**src/sv/rbc_ram.sv**
```systemverilog
module rbc_ram #(
    parameter int WIDTH = 8,
    parameter int DEPTH = 32
) (
    input  logic                     clk,
    input  logic                     we,
    input  logic [$clog2(DEPTH)-1:0] waddr,
    input  logic [WIDTH-1:0]         wdata,
    input  logic [$clog2(DEPTH)-1:0] raddr,
    output logic [WIDTH-1:0]         rdata
);

    logic [WIDTH-1:0] mem [DEPTH];
    logic [WIDTH-1:0] rdata_reg;

    always_ff @(posedge clk)
    begin
        if (we)
        begin
            mem[waddr] <= wdata;
        end
        rdata_reg <= mem[raddr];
    end

    assign rdata = rdata_reg;

endmodule

```
**config.mk**
```make
export PLATFORM = sky130hd
export DESIGN_NAME = rbc_ram
export DESIGN_NICKNAME = d
export VERILOG_FILES = /design/src/sv/rbc_ram.sv
export SDC_FILE = /design/constraint.sdc
export NUM_CORES = 1
export LEC_CHECK = 0
export BUFFER_PORTS_ARGS = -buffer_cell sky130_fd_sc_hd__clkbuf_2
export CAP_MARGIN = 20
export CORE_MARGIN = 5
export CORE_UTILIZATION = 55
export DETAILED_ROUTE_END_ITERATION = 8
export PLACE_DENSITY_LB_ADDON = 0.15
export SLEW_MARGIN = 20
export SYNTH_ARGS = -nofsm -noshare
export SYNTH_HDL_FRONTEND = slang
export SYNTH_SLANG_ARGS = --single-unit
export TNS_END_PERCENT = 5
```
**constraint.sdc**
```tcl
create_clock -name clk -period 2.89 [get_ports clk]
set_input_delay 0.7225 -clock clk [delete_from_list [all_inputs] [get_ports clk]]
set_output_delay 0.7225 -clock clk [all_outputs]
set_load 0.1 [all_outputs]
```
==> out/metrics.csv, run 1 <==
stage,metric,value,unit
timing,finalCritPeriodShare,73.78,%
detailed_routing,vias,4502,
timing,fin_tns_setup,0,ns
placement,numPortBuffers,27,
cts,cts.path.max_buffers,3,
floorplanning,fp.dieArea,21080,µm²
cells_and_area,synthToLayoutAreaGrowth,14.88,%
critical_path,r2r_end,rdata[3]$_DFF_P_,
synth,synth_cell_type_count,15,
floorplanning,io_pins,28,
synth,synth_common_cells,"edfxtp_1 (256), mux4_2 (80), nor2_1 (33)",
synth,synth-compound-area-share,0,%
floorplanning,dieWidth,145.2,µm
synth,avgSynthCellArea,24.11,µm²
critical_path,reg2reg_slack,1.06,ns
critical_path,worst_ep_arrival_time,2.54,ns
synth,ys_ff_latch,264,
timing,slew_headroom,53.26,%
grt,grt_pass1_wl,30710,µm
cells_and_area,final_core_util,64.30,%
synth,yosysMostFrequentCell,edfxtp_1,
synth,ys_warn_count,0,
grt,grt_max_degree,46,
floorplanning,rows,49,
cts,cts.repair.resized,0,
pwr,vdd_drop_max,0.6918,mV
critical_path,r2r_cells,3,
cells_and_area,n_antenna_cell,0,
cts,worstSkewPairLatency,0.52,ns
timing,worst_clock_skew,0.009784,ns
cts,post_cts_buffers,0,
synth,yosys.area_share.simple,2.066,%
timing,setup_violations,0,
synth,yosysTopAreaCellShare,76.47,%
cts,numClockSinks,264,
detailed_routing,routed_via_density,6.100,
critical_path,crit_start,raddr[0],
detailed_routing,wl,20010,µm
cts,clkSlewWorstSetupHoldPaths,0.06,ns
timing,rsz0062_at_grt,false,
detailed_routing,drtIter0Drc,454,
grt,track_usage,19.29,%
floorplanning,core,17960,µm²
critical_path,r2r-start,mem[31][3]$_DFFE_PP_,
synth,synthAdderAreaFrac,0,%
run_status,outcome,finished clean,
cts,cts_hold_repair.buffers,0,
timing,setup_ws,0.7578,ns
synth,synth.yosys.seq_area_share,78.06,%
cells_and_area,regArea,7848,µm²
cells_and_area,fill_cells,1174,
cells_and_area,multiInputGateArea,2100,µm²
critical_path,setup.worst_path.start_class,primary input,
synth,syn_area,10050,µm²
synth,synth_edf_count,256,
detailed_routing,postRouteAntennaNets,0,
synth,synth_top_family_by_area,multiplexers,
placement,dp_hpwl,12350,µm
job,cap_viol_max_count,0,
timing,hold_violations,0,
synth,synthMuxAreaShare,18.82,%
timing,tightest_slew,0.7011,ns
cts,clock-root-buffer,clkbuf_16,
detailed_routing,wl_per_cell,27.11,µm
synth,synth_top_cells_by_area,"edfxtp_1 (76%), mux4_2 (18%), dfxtp_1 (1.6%), nor2_1 (1.2%), mux2_2 (0.90%)",
cts,cts_tree,yes,
floorplanning,die_h,145.2,µm
placement,place_congestion,0.7248,
synth,netlist.top_cell.by_area,edfxtp_1,
pwr,power_density,704.1,nW/µm²
grt,grt_pass1_vias,4699,
timing,fmax,469.0,MHz
synth,postSynthCellCount,417,
detailed_routing,drcViolationCount,0,
cts,numCtsBuffers,26,
worst_hold_path,hold_path.class,primary input to flop,
cells_and_area,drive_above_1_share,37.72,%
grt,grt_overflow,0,
synth,async_flop_share,0,%
synth,ys.flop_type,edfxtp_1,
synth,syn_nets,437,
critical_path,critPathKind,primary input to flop,
grt,antenna_found_initial,1,
cells_and_area,layout.nets,509,
floorplanning,start_util,55.97,%
critical_path,crit_path_max_fanout,20,
cts,htree_levels,1,
detailed_routing,drt_first_pass_iters,5,
critical_path,critPathCaptureType,flop,
cells_and_area,largest_reg_flops,256,
placement,dp_slack,0.2072,ns
timing,final_max_slew_viol_count,0,
critical_path,required,3.30,ns
critical_path,cp-endpoint,rdata[4]$_DFF_P_,
pwr,p_leak,0.003716,µW
synth,synth_xor_area_share,0,%
timing,layout_min_cycle_time,2.132,ns
[metrics by stage]
step	power [µW]	instances	hold WS (ns)	instance area, µm²
floorplan	4692	417	0.8214	10050
global placement	4874	690	0.8864	10700
detailed placement	4883	690	0.8921	10700
CTS	8204	738	0.6602	11550
global route	8392	738	0.6788	11550
finish	8132	738	0.6653	11550
[logic make-up after synthesis]
family / count (synthesis)
multiplexers: 88
flip-flops: 264
buffers and inverters: 20
AND/OR/NAND/NOR: 45
[area by class of cell]
| cell class | count | share of cell area [%] |
|---|---|---|
| Sequential cell | 264 | 67.95 |
| Multi-Input combinational cell | 133 | 18.18 |
| Clock buffer | 34 | 6.164 |
| Timing Repair Buffer | 64 | 4.030 |
| Tap cell | 229 | 2.481 |
| Clock inverter | 14 | 1.202 |
[per-layer routing]
metal | GRT usage, % | wire length (µm) | up-vias
li1 | - | - | 1923
met1 | 31.66 | 9310 | 2412
met2 | 27.93 | 9247 | 142
met3 | 3.368 | 1158 | 25
met4 | 3.778 | 289 | 0
met5 | 0 | 0 | -
[critical path, stage by stage]
cell    delay [ns]
buf_4         0.18
buf_12        0.22
mux4_2        0.58
mux4_2        0.53
mux2_2        0.28
[layout by cell type (no fill, tap or decap), drive strengths merged]
cell | Yosys | final
edfxtp | 256 | 256
mux4 | 80 | 80
clkbuf | 6 | 60
buf | 14 | 38
nor2 | 33 | 33
clkinv | 0 | 11
mux2 | 8 | 8
dfxtp | 8 | 8
nand3b | 5 | 5
or3b | 3 | 3
bufinv | 0 | 3
nand3 | 2 | 2
nand2 | 1 | 1
or3 | 1 | 1
[where the power goes]
part | internal [µW] | switching [µW]
Combinational | 182 | 337
Sequential | 4260 | 16.9
Clock | 1990 | 1340
[worst min-delay path by stage]
stage          slack [ns]           startpoint  cells past startpoint                   to
6_report             0.67             raddr[3]                      2     rdata[5]$_DFF_P_
5_1_grt              0.68             raddr[3]                      2     rdata[5]$_DFF_P_
4_1_cts              0.66             raddr[3]                      2     rdata[7]$_DFF_P_
3_5_place_dp         0.89  mem[0][0]$_DFFE_PP_                      3     rdata[0]$_DFF_P_
3_3_place_gp         0.89  mem[5][3]$_DFFE_PP_                      3     rdata[3]$_DFF_P_
2_1_floorplan        0.82             wdata[0]                      0  mem[0][0]$_DFFE_PP_
Note: power is estimated with default switching activity, not from simulation.
==> run 2, diff against run 1 <==
==> constraint.sdc (replaced) <==
create_clock -name clk -period 2.19 [get_ports clk]
set_input_delay 0.5475 -clock clk [delete_from_list [all_inputs] [get_ports clk]]
set_output_delay 0.5475 -clock clk [all_outputs]
set_load 0.1 [all_outputs]
==> run 2 against run 1 <==
Against the previous run:
- count of clock-buffer cells in the layout is 4 higher
- via count is 1.7% higher
- worst setup slack worse by 0.53 ns
- cell count is 0.95% higher
- sequential power is 32% higher
- die area stayed put
- total power is 33% higher
- flip-flop and latch count stayed put
- clock power is 35% higher
- sequential share of layout area is 0.55 points lower
- clock skew is 0.0021 ns lower
- cell area is 0.81% higher
- critical endpoint unchanged
- highest routed layer unchanged
==> out/metrics.csv, run 2 (same netlist as run 1, synthesis figures left out) <==
stage,metric,value,unit
pwr,power_density,930.7,nW/µm²
critical_path,r2r_cells,3,
timing,rsz0062_at_grt,false,
placement,numPortBuffers,27,
timing,final_max_slew_viol_count,0,
cts,cts.repair.resized,0,
timing,layout_min_cycle_time,1.957,ns
critical_path,r2r_end,rdata[0]$_DFF_P_,
cells_and_area,layout.nets,516,
critical_path,critPathCaptureType,flop,
detailed_routing,routed_via_density,6.146,
cells_and_area,drive_above_1_share,38.95,%
timing,hold_violations,0,
cts,cts_hold_repair.buffers,0,
grt,grt_pass1_wl,31050,µm
grt,grt_max_degree,33,
worst_hold_path,hold_path.class,primary input to flop,
critical_path,reg2reg_slack,0.39,ns
cts,clkSlewWorstSetupHoldPaths,0.06,ns
detailed_routing,drcViolationCount,0,
floorplanning,fp.dieArea,21080,µm²
cells_and_area,fill_cells,1200,
grt,antenna_found_initial,1,
placement,place_congestion,0.8050,
grt,grt_overflow,0,
cts,htree_levels,1,
cells_and_area,layout_common_cells,"edfxtp_1 (256), mux4_2 (80), buf_4 (40)",
job,cap_viol_max_count,0,
grt,grt_pass1_vias,4755,
cells_and_area,synthToLayoutAreaGrowth,15.82,%
placement,dp_hpwl,13170,µm
timing,setup_violations,0,
cells_and_area,regArea,7848,µm²
critical_path,crit_path_max_fanout,21,
cts,clock-root-buffer,clkbuf_16,
floorplanning,core,17960,µm²
cts,numClockSinks,264,
floorplanning,start_util,55.97,%
critical_path,worst_ep_arrival_time,2.37,ns
timing,slew_headroom,56.18,%
detailed_routing,wl,20670,µm
floorplanning,io_pins,28,
cts,post_cts_buffers,0,
detailed_routing,postRouteAntennaNets,0,
cells_and_area,multiInputGateArea,2100,µm²
floorplanning,die_h,145.2,µm
cells_and_area,layout_commonest_cell,edfxtp_1,
cells_and_area,final_core_util,64.82,%
timing,holdWs,0.5679,ns
cells_and_area,n_antenna_cell,0,
floorplanning,rows,49,
timing,tightest_slew,0.6574,ns
cts,cts.path.max_buffers,3,
timing,finalCritPeriodShare,89.37,%
worst_hold_path,whs_path_depth,2,
detailed_routing,drt_first_pass_iters,4,
pwr,p_leak,0.003769,µW
critical_path,r2r-start,mem[13][0]$_DFFE_PP_,
worst_hold_path,min_to,rdata[5]$_DFF_P_,
cells_and_area,largest_reg_flops,256,
detailed_routing,vias,4579,
timing,fmax,510.9,MHz
worst_hold_path,min_from,raddr[3],
run_status,outcome,finished clean,
detailed_routing,wl_per_cell,27.74,µm
grt,track_usage,19.88,%
critical_path,setup.worst_path.start_class,primary input,
cts,numCtsBuffers,26,
critical_path,critPathKind,primary input to flop,
timing,worst_clock_skew,0.007638,ns
cts,cts_tree,yes,
critical_path,required,2.60,ns
detailed_routing,drtIter0Drc,444,
cts,worstSkewPairLatency,0.52,ns
pwr,vdd_drop_max,0.9449,mV
floorplanning,dieWidth,145.2,µm
## run 2: layout make-up
cell class | count | share of cell area [%]
repair buffers | 71 | 4.556
flip-flops and latches | 264 | 67.40
multi-input cells | 133 | 18.03
well taps | 229 | 2.461
clock buffers | 38 | 6.501
clock inverters | 10 | 1.053
## run 2: worst max-delay path by stage
| stage | start | endpoint | cells after the start |
|---|---|---|---|
| global placement | raddr[0] | rdata[4]$_DFF_P_ | 6 |
| global route | raddr[0] | rdata[4]$_DFF_P_ | 6 |
| floorplan | raddr[0] | rdata[0]$_DFF_P_ | 5 |
| CTS | raddr[0] | rdata[4]$_DFF_P_ | 6 |
| detailed placement | raddr[0] | rdata[4]$_DFF_P_ | 6 |
| finish | raddr[0] | rdata[4]$_DFF_P_ | 6 |
## run 2: layer usage
layer	GRT usage (%)	vias up	routed length (µm)
met5	0	-	0
met4	4.711	0	397
met3	3.274	27	1463
met2	30.97	174	9907
met1	30.29	2440	8896
li1	-	1938	-
## run 2: stage by stage
| stage | setup WS, ns | cells | power (µW) | TNS [ns] | instance area, µm² |
|---|---|---|---|---|---|
| 3_3_place_gp | -0.3143 | 697 | 6433 | -2.106 | 10760 |
| 3_5_place_dp | -0.3127 | 697 | 6447 | -2.156 | 10760 |
| 2_1_floorplan | 0.01703 | 417 | 6215 | 0 | 10150 |
| 4_1_cts | 0.2244 | 745 | 10920 | 0 | 11640 |
| 5_1_grt | 0.1814 | 745 | 11180 | 0 | 11640 |
| 6_report | 0.2328 | 745 | 10840 | 0 | 11640 |
## run 2: power breakdown
| group | internal, µW | leakage [µW] | switching, µW |
|---|---|---|---|
| clock | 2740 | 0.000435 | 1760 |
| combinational | 249 | 0.000961 | 434 |
| sequential | 5620 | 0.00237 | 29.2 |
## run 2: critical path, cell delays in order
cell    delay [ns]
buf_4         0.13
buf_12        0.20
buf_4         0.16
mux4_2        0.48
mux4_2        0.55
mux2_2        0.29
==> run 3, diff against run 2 <==
--- a/config.mk
+++ b/config.mk
@@ -11,6 +11,7 @@
 export CORE_UTILIZATION = 55
 export DETAILED_ROUTE_END_ITERATION = 8
 export PLACE_DENSITY_LB_ADDON = 0.15
+export REMOVE_ABC_BUFFERS = 1
 export SLEW_MARGIN = 20
 export SYNTH_ARGS = -nofsm -noshare
 export SYNTH_HDL_FRONTEND = slang
==> run 3 against run 2 <==
Against the previous run:
- clock power rose by 1%
- routed wire length is 1.6% lower
- global-route usage fell by 0.28 points
- via count shrank 0.55%
- sequential power barely moved
- critical path depth is 5 lower
- clock skew increased by 0.0049 ns
- worst hold slack got worse by 0.039 ns
- total power grew 0.64%
- utilization rose by 0.17 points
- cell count is the same
- die area stayed put
- critical endpoint is now rdata[7]
==> out/metrics.csv, run 3 (same netlist as run 1, synthesis figures left out) <==
stage,metric,value,unit
pwr,power_density,934.1,nW/µm²
critical_path,path_delay_family,buffers and inverters,
timing,slew_headroom,53.60,%
cts,clock-root-buffer,clkbuf_16,
critical_path,max_stage_delay,0.49,ns
floorplanning,dieWidth,145.2,µm
detailed_routing,met1_length,9313,µm
cells_and_area,layout.nets,517,
worst_hold_path,hold_path.class,primary input to flop,
placement,dp_slack,-0.2570,ns
timing,setup_ws,0.2302,ns
placement,place_congestion,0.7466,
detailed_routing,met3WireLength,1216,µm
detailed_routing,drt_first_pass_iters,5,
placement,place_area,10780,µm²
placement,dp_hpwl,12900,µm
cts,htree_levels,1,
job,cap_viol_max_count,0,
critical_path,crit_start,rdata[7]$_DFF_P_,
cells_and_area,drive_above_1_share,38.95,%
detailed_routing,routed_via_density,6.113,
cells_and_area,n_antenna_cell,0,
grt,antenna_found_initial,0,
cells_and_area,largest_reg_flops,256,
detailed_routing,postRouteAntennaNets,0,
timing,fmax,510.3,MHz
cells_and_area,final_cell_area,11670,µm²
floorplanning,die_h,145.2,µm
detailed_routing,wl_per_cell,27.30,µm
critical_path,cp_slowest_cell,clkbuf_2,
pwr,vdd_drop_max,0.6913,mV
timing,layout_min_cycle_time,1.960,ns
cts,numClockSinks,264,
cts,worstSkewPairLatency,0.52,ns
floorplanning,fp.dieArea,21080,µm²
cells_and_area,layout_commonest_cell,edfxtp_1,
cts,cts.repair.resized,0,
grt,grt_pass1_wl,31040,µm
critical_path,setup.worst_path.start_class,flop,
critical_path,r2r-start,mem[29][6]$_DFFE_PP_,
critical_path,critPathKind,flop to primary output,
pwr,p_leak,0.003783,µW
floorplanning,core,17960,µm²
cts,cts.path.max_buffers,3,
worst_hold_path,min_from,raddr[3],
detailed_routing,routed-wl-met2,9490,µm
detailed_routing,drcViolationCount,0,
grt,track_usage,19.60,%
critical_path,worst_ep_arrival_time,1.41,ns
cells_and_area,synthToLayoutAreaGrowth,16.13,%
timing,fin_tns_setup,0,ns
cts,post_cts_buffers,0,
grt,grt_pass1_vias,4858,
critical_path,path_buf_inv,1,
cells_and_area,final_core_util,64.99,%
timing,worst_clock_skew,0.01253,ns
critical_path,required,1.64,ns
detailed_routing,drtIter0Drc,498,
timing,tightest_slew,0.6960,ns
grt,grt_overflow,0,
cts,cts_tree,yes,
cts,clkSlewWorstSetupHoldPaths,0.06,ns
timing,holdWs,0.5287,ns
run_status,outcome,finished clean,
timing,rsz0062_at_grt,false,
floorplanning,start_util,55.97,%
detailed_routing,wl,20340,µm
critical_path,worstPathCellList,clkbuf_2,
cts,numCtsBuffers,26,
floorplanning,io_pins,28,
cells_and_area,layout_common_cells,"edfxtp_1 (256), mux4_2 (80), buf_4 (40)",
floorplanning,rows,49,
detailed_routing,vias,4554,
timing,setup_violations,0,
detailed_routing,routed.top_layer,met4,
critical_path,crit_path_max_fanout,1,
timing,final_max_slew_viol_count,0,
cts,cts_hold_repair.buffers,0,
placement,numPortBuffers,27,
timing,hold_violations,0,
grt,grt_max_degree,37,
critical_path,critPathCaptureType,primary output,
timing,finalCritPeriodShare,89.49,%
==> run 3: cell count changes in the layout (fill, tap and decap cells not counted), sizes merged <==
cell | previous run | this run
buf | 45 | 46
clkinv | 7 | 4
bufinv | 3 | 4
clkbuf | 64 | 65
==> run 3: through the flow <==
step           power (µW)  instances
2_1_floorplan        6126        397
3_3_place_gp         6443        698
3_5_place_dp         6451        698
4_1_cts             11000        745
5_1_grt             11260        745
6_report            10910        745
==> run 3: worst paths after layout <==
check | end | slack, ns | depth (start not counted)
hold reg to reg | rdata[3]$_DFF_P_ | 0.92 | 3
setup reg to reg | rdata[6]$_DFF_P_ | 0.37 | 3
hold / removal | rdata[3]$_DFF_P_ | 0.53 | 2
setup / recovery | rdata[7] | 0.23 | 1
==> run 3: power breakdown <==
group / switching [µW] / internal, µW
clock: 1740 / 2830
sequential: 29.7 / 5620
combinational: 434 / 250
==> run 3: final cells by class <==
class                   count  area, µm²
clock inverters             8      140.1
multi-input cells         133       2100
well taps                 229      286.5
clock buffers              39      750.7
flip-flops and latches    264       7848
repair buffers             72      550.5
fillers                  1150       6289
==> run 3: layer usage <==
metal / GRT usage (%) / vias to the layer above
met3: 3.212 / 29
li1: - / 1934
met1: 31.25 / 2464
met5: 0 / -
met2: 29.50 / 127
met4: 3.825 / 0
